[config.mk]
export PLATFORM = sky130hd
export DESIGN_NAME = audio_block_framer_crc16
export DESIGN_NICKNAME = d
export VERILOG_FILES = /design/src/hdl/abf_pkg.sv /design/src/hdl/abf_front.sv /design/src/hdl/abf_queue.sv /design/src/hdl/abf_back.sv /design/src/hdl/audio_block_framer_crc16.sv
export SDC_FILE = /design/constraint.sdc
export NUM_CORES = 1
export LEC_CHECK = 0
export BUFFER_PORTS_ARGS = -buffer_cell sky130_fd_sc_hd__clkbuf_2
export CAP_MARGIN = 5
export CORE_ASPECT_RATIO = 0.5
export CORE_MARGIN = 2
export CORE_UTILIZATION = 60
export DETAILED_ROUTE_END_ITERATION = 16
export PLACE_DENSITY = 0.82
export SYNTH_ARGS = -nofsm -noshare
export SYNTH_HDL_FRONTEND = slang
export SYNTH_HIERARCHICAL = 1
export SYNTH_SLANG_ARGS = --single-unit
[constraint.sdc]
create_clock -name clk -period 5.47 [get_ports clk]
set_clock_uncertainty 0.2 [all_clocks]
set_input_delay 0.8205 -clock clk [delete_from_list [all_inputs] [get_ports clk]]
set_output_delay 0.8205 -clock clk [all_outputs]
set_load 0.005 [all_outputs]
[src/hdl/abf_pkg.sv]
// Shared types, constants and the CRC step function for the audio block framer.
// No dependencies; imported by every module in hdl/.
package abf_pkg;

  // samples per block and the derived frame constants
  localparam int SAMPLES_PER_BLOCK = 64;
  localparam int PIDX_W = (SAMPLES_PER_BLOCK > 1) ? $clog2(SAMPLES_PER_BLOCK) : 1;
  localparam logic [PIDX_W-1:0] PIDX_LAST = PIDX_W'(SAMPLES_PER_BLOCK - 1);
  localparam logic [15:0] LEN_FIELD = 16'(4 + 4 * SAMPLES_PER_BLOCK);

  // crc-16/ccitt-false
  localparam logic [15:0] CRC_INIT = 16'hFFFF;
  localparam logic [15:0] CRC_POLY = 16'h1021;

  // configuration register indexes
  localparam logic [1:0] REG_SYNC_FIRST  = 2'd0;
  localparam logic [1:0] REG_SYNC_SECOND = 2'd1;
  localparam logic [1:0] REG_FRAME_TYPE  = 2'd2;

  // queue depth between front and back
  localparam int QDEPTH = 4;
  localparam int QPTR_W = $clog2(QDEPTH);

  // one classified sample pair
  typedef struct packed {
    logic signed [15:0] in_sample;
    logic signed [15:0] out_sample;
    logic [31:0]        seq;
    logic               first;
    logic               last;
  } pair_t;

  // configuration values seen by the serializer
  typedef struct packed {
    logic [7:0] sync_first;
    logic [7:0] sync_second;
    logic [7:0] frame_type;
  } cfg_t;

  // one byte into the crc, msb first
  function automatic logic [15:0] crc_byte(input logic [15:0] crc, input logic [7:0] b);
    logic [15:0] c;
    c = crc ^ {b, 8'h00};
    for (int k = 0; k < 8; k++) begin
      if (c[15]) begin
        c = {c[14:0], 1'b0} ^ CRC_POLY;
      end else begin
        c = {c[14:0], 1'b0};
      end
    end
    return c;
  endfunction

endpackage

[src/hdl/abf_front.sv]
// Front end: accepts sample pairs and marks the first and last pair of each block.
// Depends on abf_pkg.
module abf_front (
  input  logic           clk,
  input  logic           rst_n,
  input  logic           in_tvalid,
  output logic           in_tready,
  input  logic [63:0]    in_tdata,
  output logic           push,
  output abf_pkg::pair_t push_data,
  input  logic           q_full
);
  import abf_pkg::*;

  logic [PIDX_W-1:0] pidx_r;
  logic [PIDX_W-1:0] pidx_nxt;
  logic              is_last;

  assign in_tready = !q_full;
  assign push      = in_tvalid && !q_full;
  assign is_last   = (pidx_r == PIDX_LAST);

  // classify the pair by its place in the block
  always_comb begin
    push_data.in_sample  = in_tdata[15:0];
    push_data.out_sample = in_tdata[31:16];
    push_data.seq        = in_tdata[63:32];
    push_data.first      = (pidx_r == '0);
    push_data.last       = is_last;
  end

  // pair index within the block
  always_comb begin
    pidx_nxt = pidx_r;
    if (push) begin
      pidx_nxt = is_last ? '0 : pidx_r + 1'b1;
    end
  end

  always_ff @(posedge clk) begin
    if (!rst_n) begin
      pidx_r <= '0;
    end else begin
      pidx_r <= pidx_nxt;
    end
  end

endmodule

[src/hdl/abf_queue.sv]
// Short fifo of classified pairs between front end and serializer.
// Depends on abf_pkg.
module abf_queue (
  input  logic           clk,
  input  logic           rst_n,
  input  logic           push,
  input  abf_pkg::pair_t push_data,
  output logic           full,
  input  logic           pop,
  output logic           q_valid,
  output abf_pkg::pair_t q_data
);
  import abf_pkg::*;

  pair_t             mem_r [QDEPTH];
  logic [QPTR_W-1:0] wptr_r, wptr_nxt;
  logic [QPTR_W-1:0] rptr_r, rptr_nxt;
  logic [QPTR_W:0]   cnt_r, cnt_nxt;

  assign full    = (cnt_r == (QPTR_W+1)'(QDEPTH));
  assign q_valid = (cnt_r != '0);
  assign q_data  = mem_r[rptr_r];

  // pointer and count update
  always_comb begin
    wptr_nxt = push ? wptr_r + 1'b1 : wptr_r;
    rptr_nxt = pop ? rptr_r + 1'b1 : rptr_r;
    cnt_nxt  = cnt_r;
    if (push && !pop) begin
      cnt_nxt = cnt_r + 1'b1;
    end else if (pop && !push) begin
      cnt_nxt = cnt_r - 1'b1;
    end
  end

  always_ff @(posedge clk) begin
    if (!rst_n) begin
      wptr_r <= '0;
      rptr_r <= '0;
      cnt_r  <= '0;
    end else begin
      wptr_r <= wptr_nxt;
      rptr_r <= rptr_nxt;
      cnt_r  <= cnt_nxt;
    end
  end

  // storage
  always_ff @(posedge clk) begin
    if (push) begin
      mem_r[wptr_r] <= push_data;
    end
  end

endmodule

[src/hdl/abf_back.sv]
// Back end: serializes each pair into wire bytes, one per cycle while out_tready is high, with running crc.
// Depends on abf_pkg.
module abf_back (
  input  logic           clk,
  input  logic           rst_n,
  input  abf_pkg::cfg_t  cfg,
  input  logic           q_valid,
  input  abf_pkg::pair_t q_data,
  output logic           pop,
  output logic           out_tvalid,
  input  logic           out_tready,
  output logic [7:0]     out_tdata,
  output logic           out_tlast,
  output logic           out_tuser
);
  import abf_pkg::*;

  // byte positions within the frame
  localparam logic [3:0] POS_SYNC1  = 4'd0;
  localparam logic [3:0] POS_SYNC2  = 4'd1;
  localparam logic [3:0] POS_TYPE   = 4'd2;
  localparam logic [3:0] POS_LEN_LO = 4'd3;
  localparam logic [3:0] POS_LEN_HI = 4'd4;
  localparam logic [3:0] POS_SEQ0   = 4'd5;
  localparam logic [3:0] POS_SEQ1   = 4'd6;
  localparam logic [3:0] POS_SEQ2   = 4'd7;
  localparam logic [3:0] POS_SEQ3   = 4'd8;
  localparam logic [3:0] POS_IN_LO  = 4'd9;
  localparam logic [3:0] POS_IN_HI  = 4'd10;
  localparam logic [3:0] POS_OUT_LO = 4'd11;
  localparam logic [3:0] POS_OUT_HI = 4'd12;
  localparam logic [3:0] POS_CRC_LO = 4'd13;
  localparam logic [3:0] POS_CRC_HI = 4'd14;

  pair_t       cur_r, cur_nxt;
  logic        busy_r, busy_nxt;
  logic [3:0]  pos_r, pos_nxt;
  logic [15:0] crc_r, crc_nxt;
  logic        ovalid_r, ovalid_nxt;
  logic [7:0]  obyte_r, obyte_nxt;
  logic        orun_r, orun_nxt;
  logic        oframe_r, oframe_nxt;

  logic        adv;
  logic        emit;
  logic [3:0]  end_pos;
  logic        at_end;
  logic [7:0]  cur_byte;
  logic        covered;

  assign adv     = !ovalid_r || out_tready;
  assign emit    = busy_r && adv;
  assign end_pos = cur_r.last ? POS_CRC_HI : POS_OUT_HI;
  assign at_end  = (pos_r == end_pos);
  assign pop     = q_valid && (!busy_r || (emit && at_end));
  assign covered = (pos_r >= POS_TYPE) && (pos_r <= POS_OUT_HI);

  // byte at the current position
  always_comb begin
    case (pos_r)
      POS_SYNC1:  cur_byte = cfg.sync_first;
      POS_SYNC2:  cur_byte = cfg.sync_second;
      POS_TYPE:   cur_byte = cfg.frame_type;
      POS_LEN_LO: cur_byte = LEN_FIELD[7:0];
      POS_LEN_HI: cur_byte = LEN_FIELD[15:8];
      POS_SEQ0:   cur_byte = cur_r.seq[7:0];
      POS_SEQ1:   cur_byte = cur_r.seq[15:8];
      POS_SEQ2:   cur_byte = cur_r.seq[23:16];
      POS_SEQ3:   cur_byte = cur_r.seq[31:24];
      POS_IN_LO:  cur_byte = cur_r.in_sample[7:0];
      POS_IN_HI:  cur_byte = cur_r.in_sample[15:8];
      POS_OUT_LO: cur_byte = cur_r.out_sample[7:0];
      POS_OUT_HI: cur_byte = cur_r.out_sample[15:8];
      POS_CRC_LO: cur_byte = crc_r[7:0];
      POS_CRC_HI: cur_byte = crc_r[15:8];
      default:    cur_byte = 8'h00;
    endcase
  end

  // sequencer, crc and output register
  always_comb begin
    cur_nxt    = cur_r;
    busy_nxt   = busy_r;
    pos_nxt    = pos_r;
    crc_nxt    = crc_r;
    ovalid_nxt = ovalid_r;
    obyte_nxt  = obyte_r;
    orun_nxt   = orun_r;
    oframe_nxt = oframe_r;

    if (emit) begin
      ovalid_nxt = 1'b1;
      obyte_nxt  = cur_byte;
      orun_nxt   = at_end;
      oframe_nxt = (pos_r == POS_CRC_HI);
      pos_nxt    = pos_r + 1'b1;
      if (covered) begin
        crc_nxt = crc_byte((pos_r == POS_TYPE) ? CRC_INIT : crc_r, cur_byte);
      end
      if (at_end) begin
        busy_nxt = 1'b0;
      end
    end else if (adv) begin
      ovalid_nxt = 1'b0;
    end

    if (pop) begin
      cur_nxt  = q_data;
      busy_nxt = 1'b1;
      pos_nxt  = q_data.first ? POS_SYNC1 : POS_IN_LO;
    end
  end

  always_ff @(posedge clk) begin
    if (!rst_n) begin
      busy_r   <= 1'b0;
      ovalid_r <= 1'b0;
      pos_r    <= POS_SYNC1;
      crc_r    <= CRC_INIT;
    end else begin
      busy_r   <= busy_nxt;
      ovalid_r <= ovalid_nxt;
      pos_r    <= pos_nxt;
      crc_r    <= crc_nxt;
    end
  end

  // payload registers
  always_ff @(posedge clk) begin
    cur_r    <= cur_nxt;
    obyte_r  <= obyte_nxt;
    orun_r   <= orun_nxt;
    oframe_r <= oframe_nxt;
  end

  assign out_tvalid = ovalid_r;
  assign out_tdata  = obyte_r;
  assign out_tlast  = orun_r;
  assign out_tuser  = oframe_r;

endmodule

[src/hdl/audio_block_framer_crc16.sv]
// Audio block framer with crc-16/ccitt-false trailer: one sample pair in, frame bytes out.
// An accepted pair passes the queue storage and the serializer's pair register; its bytes leave
// from the output byte register, one per cycle while out_tready is high: 4 bytes for a middle
// pair, 13 for a block's first pair, 6 for its last, 15 for a one-pair block.
// Reset (rst_n low, synchronous): queue emptied, block position 0, registers 0xAA/0x55/0x01.
module audio_block_framer_crc16 (
  input  logic        clk,
  input  logic        rst_n,
  // config write channel
  input  logic        cfg_valid,
  output logic        cfg_ready,
  input  logic [1:0]  cfg_index,
  input  logic [7:0]  cfg_data,
  // input items
  input  logic        in_tvalid,
  output logic        in_tready,
  input  logic [63:0] in_tdata,   // [15:0] in_sample, [31:16] out_sample, [63:32] seq
  // result items
  output logic        out_tvalid,
  input  logic        out_tready,
  output logic [7:0]  out_tdata,  // [7:0] wire_byte
  output logic        out_tlast,  // run_last
  output logic        out_tuser   // [0] frame_last
);
  import abf_pkg::*;

  cfg_t  cfg_r, cfg_nxt;
  logic  push;
  pair_t push_data;
  logic  q_full;
  logic  pop;
  logic  q_valid;
  pair_t q_data;

  assign cfg_ready = 1'b1;

  // configuration registers
  always_comb begin
    cfg_nxt = cfg_r;
    if (cfg_valid) begin
      case (cfg_index)
        REG_SYNC_FIRST:  cfg_nxt.sync_first  = cfg_data;
        REG_SYNC_SECOND: cfg_nxt.sync_second = cfg_data;
        REG_FRAME_TYPE:  cfg_nxt.frame_type  = cfg_data;
        default:         cfg_nxt = cfg_r;
      endcase
    end
  end

  always_ff @(posedge clk) begin
    if (!rst_n) begin
      cfg_r.sync_first  <= 8'hAA;
      cfg_r.sync_second <= 8'h55;
      cfg_r.frame_type  <= 8'h01;
    end else begin
      cfg_r <= cfg_nxt;
    end
  end

  // front end
  abf_front u_front (
    .clk       (clk),
    .rst_n     (rst_n),
    .in_tvalid (in_tvalid),
    .in_tready (in_tready),
    .in_tdata  (in_tdata),
    .push      (push),
    .push_data (push_data),
    .q_full    (q_full)
  );

  // queue
  abf_queue u_queue (
    .clk       (clk),
    .rst_n     (rst_n),
    .push      (push),
    .push_data (push_data),
    .full      (q_full),
    .pop       (pop),
    .q_valid   (q_valid),
    .q_data    (q_data)
  );

  // serializer
  abf_back u_back (
    .clk        (clk),
    .rst_n      (rst_n),
    .cfg        (cfg_r),
    .q_valid    (q_valid),
    .q_data     (q_data),
    .pop        (pop),
    .out_tvalid (out_tvalid),
    .out_tready (out_tready),
    .out_tdata  (out_tdata),
    .out_tlast  (out_tlast),
    .out_tuser  (out_tuser)
  );

endmodule

* After elaboration in Yosys (flattened, before gate mapping) *
Memory sizes are Yosys's and may differ from the RTL's. A register that Yosys moved wholly into a read port is not among the register bits.
Cells that the tools add are included.

operators by class
  add/subtract/negate cells = 6
  order comparisons = 2
  equal/unequal tests = 19
  multiplexer cells = 40
  bitwise gates (word level) = 9
  reduce and logical (&&, ||, !) cells = 27

operators with widths
  cell                 count
  $mux 16              15
  $pmux 8 s15          1
  $mux 13              8
  $eq 4x4->1 const B   7
  $not 3->3            8
  $eq 4x3->1 const B   4
  $xor 16x16->16       1
  $mux 4               3
  $reduce_and 2->1     5
  $eq 4x2->1 const B   2
  $reduce_bool 2->1    4
  $logic_and 1x1->1    7
  $mux 1               7
  $add 6x1->6 const B  1
  $eq 6x6->1 const B   1
  $logic_not 6->1      1
  $mux 2               3
  $mux 3               2
  $mux 6               1
  $logic_not 1->1      5
  $add 2x1->2 const B  2
  $add 4x1->4 const B  1
  $eq 4x1->1 const B   1
  $eq 4x4->1           1
  other kinds (11)     12

word-level totals
  flip-flop bits (word level) = 134
  memory bits (writable) = 264
  bits of input ports = 79
  output and inout port bits = 13
  logic and storage cells = 122
  memories kept = 1

memories
  memory         words  bits a word  rd ports  clocked after memory_dff  write ports  line             text
  u_queue.mem_r  4      66           1         1                         1            abf_queue.sv:15  pair_t mem_r [QDEPTH];

* Longest topological paths before layout *
  depth in word-level cells = 33
  depth in mapped cells = 15
  mapped depth without buffers = 13

* By module *
The synthesis kept the hierarchy.

modules (own cells, without submodules)
  module                    times used  cells an instance  area an instance (sq um)
  abf_queue                 1           387                9964.6
  abf_back                  1           374                4693.3
  audio_block_framer_crc16  1           101                1007.2
  abf_front                 1           105                830.8

* Worst setup path before layout *
Ideal clock, no wire load.

  path kind = register to register
  start = register u_back.pos_r[3]
  end = register u_queue.cnt_r[2]
  arrival = 3613 ps
  data required time = 5194 ps
  setup slack = 1581 ps
  stages on the path, launching flop included = 16
  clock period less this slack = 3889 ps
  cells stage by stage = dfxtp_1 buf_4 buf_4 nand2_1 nor3_1 nand2_1 nand2_1 nand2_1 inv_1 inv_1 ha_1 inv_1 fa_1 xor2_1 or3_1 a21boi_0

between the ends
  word-level cells in the longest chain between the ends = 7
  elaborated cells between the ends (all ways) = 9
  those cells by class = eq/ne (1); mux (1); reduce/logical (7)

ends and longest elaborated chain
  item                                         line                            text
  start: declaration                           abf_back.sv:37                  logic [3:0] pos_r, pos_nxt;
  start signal: assignment                     abf_back.sv:123                 pos_r <= pos_nxt;
  $eq 4x4->1 (*)                               abf_back.sv:54                  assign at_end = (pos_r == end_pos);
  named net u_back.at_end                      abf_back.sv:47                  logic at_end;
  $logic_and 1x1->1 (*)                        abf_back.sv:55                  assign pop = q_valid && (!busy_r || (emit && at_end));
  $logic_or 1x1->1 (*)                         abf_back.sv:55
  $logic_and 1x1->1 (*)                        abf_back.sv:55
  named net pop                                audio_block_framer_crc16.sv:31  logic pop;
  $logic_not 1->1                              abf_queue.sv:29                 if (push && !pop) begin
  $logic_and 1x1->1                            abf_queue.sv:29
  $mux 3 or $reduce_bool 2->1 (tied branches)  --
  end signal: assignment                       abf_queue.sv:44                 cnt_r <= cnt_nxt;
  end: declaration                             abf_queue.sv:18                 logic [QPTR_W:0] cnt_r, cnt_nxt;

The timed path passes the listed nets; every way through them passes the cells marked *.
A chain may end at the register's enable or synchronous reset.

==> impl_metrics.ini <==
[floorplan]
die_x_microns = 238
core_area_sq_um = 26700
die_area_sq_um = 28900
ios = 92
rows = 42
die_h_microns = 121
start_util_pct = 61.7

[power]
p_leak_nw = 6.06
p_per_area_nw_per_um2 = 511
vdd_ir_drop_max_mv = 0.262
totalPowerFinal_mw = 9.10

[worst_setup_path]
cpPeakStageDelay_ps = 620
crit_top_cell = nand2_1
crit_type = reg -> reg
critPathArrivalTime_ps = 3800
crit_path_cell_trace = buf_4 > nand2_1 > nor3_1 > nand2_1 > nand2_1 > nand2_1 > inv_2 > buf_4 > nand2_1 > xnor2_1 > and2_1
rrSetupSlack_ps = 1870
slowest_stage = inv_2
start_kind = flop
cp_data_required_time_ps = 5670
cp-end-kind = flop
worst-path-max-fanout = 39

[detailed_routing]
route.detailed.drc = 0
first_pass_iters = 5
vias_per_cell = 6.21
wl_per_cell_microns = 25.7
ant_nets = 0
drtIter0Drc = 1007
routed_wl_mm = 35.3
vias = 8528

[global_routing]
antenna_found_initial = 2
grt_usage_pct = 25.8
grt_max_degree = 71
grt_use_met1_pct = 37.5
grt_pass1_wl_mm = 54.5
gr-total-overflow = 0
top_usage_layer = met2
grtUsageMet3_pct = 4.39
grt_pass1_vias = 8705
met2_usage_pct = 41.5

[clock_tree]
postCtsSetupBuffers = 0
htree_levels = 2
root_buffer = clkbuf_16
cts_buffer_depth = 3
cts_hold_buf = 0
cts.sinks = 400
clk-insertion-delay-late_ps = 540
cts.repair.resized = 0
clk_pin_slew_ps = 60
cts_tree = done
cts_made_buffers = 35

[timing]
period_minus_slack_ps = 3600
rsz0062_at_grt = false
slew_violations = 0
worstMarginPinSlew_ps = 917
fin_crit_sh_pct = 65.8
setup_viol = 0
fmax_mhz = 278
hold_viol = 0
fin_setup_tns_ps = 0
slew_headroom_pct = 38.8

[placement]
gp_congestion = 0.888
port_buffers = 90
place_hpwl_mm = 22.8

[yosys]
seq_area_frac_synth_pct = 69.1
synth_edf_count = 339
synth_ff_type = edfxtp_1
syn_nets = 1059
yosysTopAreaCellShare_pct = 61.7
synth_common_cells = 339 x edfxtp_1, 75 x buf_4, 68 x mux4_2
avgSynthCellArea_sq_um = 17.1
ys_async_sr_fraction_pct = 0
syn_inst = 967
syn-cell-area_sq_um = 16500
yosysTopAreaCell = edfxtp_1
synth.distinct_cells = 77
ys_ff_latch = 400
yosysMostFrequentCell = edfxtp_1
netlist_top_cells_area = edfxtp_1 62%, mux4_2 9.3%, dfxtp_1 7.4%, buf_4 3.4%, mux2i_1 1.9%
yosysWarnings = 6

[layout]
area_delta_synth_final_pct = 7.85
fin_nets = 1087
layout-drive-gt1-share_pct = 25.1

[status]
status = finished clean

[flow_run]
maxCapViolations = 0

[hold_path]
hold_path.class = reg -> reg
cell families (layout without fill, tap and decap cells):
group | count (synthesis) | after routing | share of synthesized area (%)
buffers and inverters | 141 | 193 | 5.48
AO/OA/AOI/OAI | 114 | 114 | 5.65
AND/OR/NAND/NOR | 167 | 167 | 5.31
XOR/XNOR | 31 | 31 | 2.15
flip-flops | 400 | 400 | 69.1
multiplexers | 100 | 100 | 11.2
other | 1 | 3 | 0.0227
adder cells (fa/ha/maj) | 13 | 13 | 1.03
final timing paths:
check	start	endpoint	cells past startpoint
worst max-delay path	u_back/pos_r[3]	flop	11
worst min-delay path	cfg_r[6]	cfg_r[6]	2
worst max register to register	u_back/pos_r[3]	flop	11
worst min register to register	cfg_r[6]	cfg_r[6]	2
sequential cells by signal, indices dropped and copies added (netlist names), 3 cells and up, named ones only:
signal / count
u_back/cur_r: 65
u_back/pos_r: 4
u_queue/mem_r: 264
u_back/out_tdata: 8
cfg_r: 24
u_back/crc_r: 16
u_front/pidx_r: 6
u_queue/cnt_r: 3
critical path: cells and delay by family, from the launching register on:
family                 cells  cell delay, ps
XOR/XNOR                   1             170
buffers and inverters      3            1590
flip-flops                 1             310
AND/OR/NAND/NOR            7            1160
stage by stage:
step | util (%) | std cells | hold slack (ps) | area (sq um) | setup WS [ps]
final | 66.5 | 1373 | 271 | 17800 | 1870
after detailed placement | 62.5 | 1310 | 262 | 16700 | 1910
after global routing | 66.5 | 1373 | 283 | 17800 | 1600
after CTS | 66.5 | 1371 | 272 | 17800 | 1890
after floorplan | - | 967 | 233 | 16500 | 1580
after global placement | 62.5 | 1310 | 246 | 16700 | 2090
per-layer routing:
metal,vias to the layer above,part of all wire (%)
li1,3723,-
met1,4414,44
met2,347,48
met3,44,6.8
met4,0,1.5
met5,-,0
cell type report:
cell class / count / area (sq um)
timing repair buffer: 106 / 571
sequential: 400 / 11400
tap: 352 / 440
fill: 1710 / 8960
clock inverter: 16 / 155
inverter: 26 / 97.6
multi-input combinational: 426 / 4200
antenna: 2 / 5.00
clock buffer: 45 / 913
layout by cell type (no fill, tap or decap), drive strengths merged, types with 6 or more instances in the layout:
master  netlist  layout
o21ai        14      14
o211ai       24      24
clkbuf       15     135
mux4         68      68
inv          25      25
nor2b        10      10
xor2         11      11
nor2         29      29
clkinv        1      15
nand2        67      67
o22ai         6       6
nand3         8       8
buf         100      16
nand2b        6       6
mux2i        31      31
a21oi        13      13
edfxtp      339     339
ha           12      12
a22oi        12      12
and2         13      13
dfxtp        61      61
xnor2        18      18
power breakdown:
| group | internal [mW] | leakage [nW] | switching [mW] | total, mW |
|---|---|---|---|---|
| Combinational | 1.03 | 1.91 | 1.31 | 2.35 |
| Sequential | 4.02 | 3.63 | 0.375 | 4.40 |
| Clock | 1.29 | 0.519 | 1.07 | 2.35 |
Note: power is estimated with default switching activity, not from simulation.
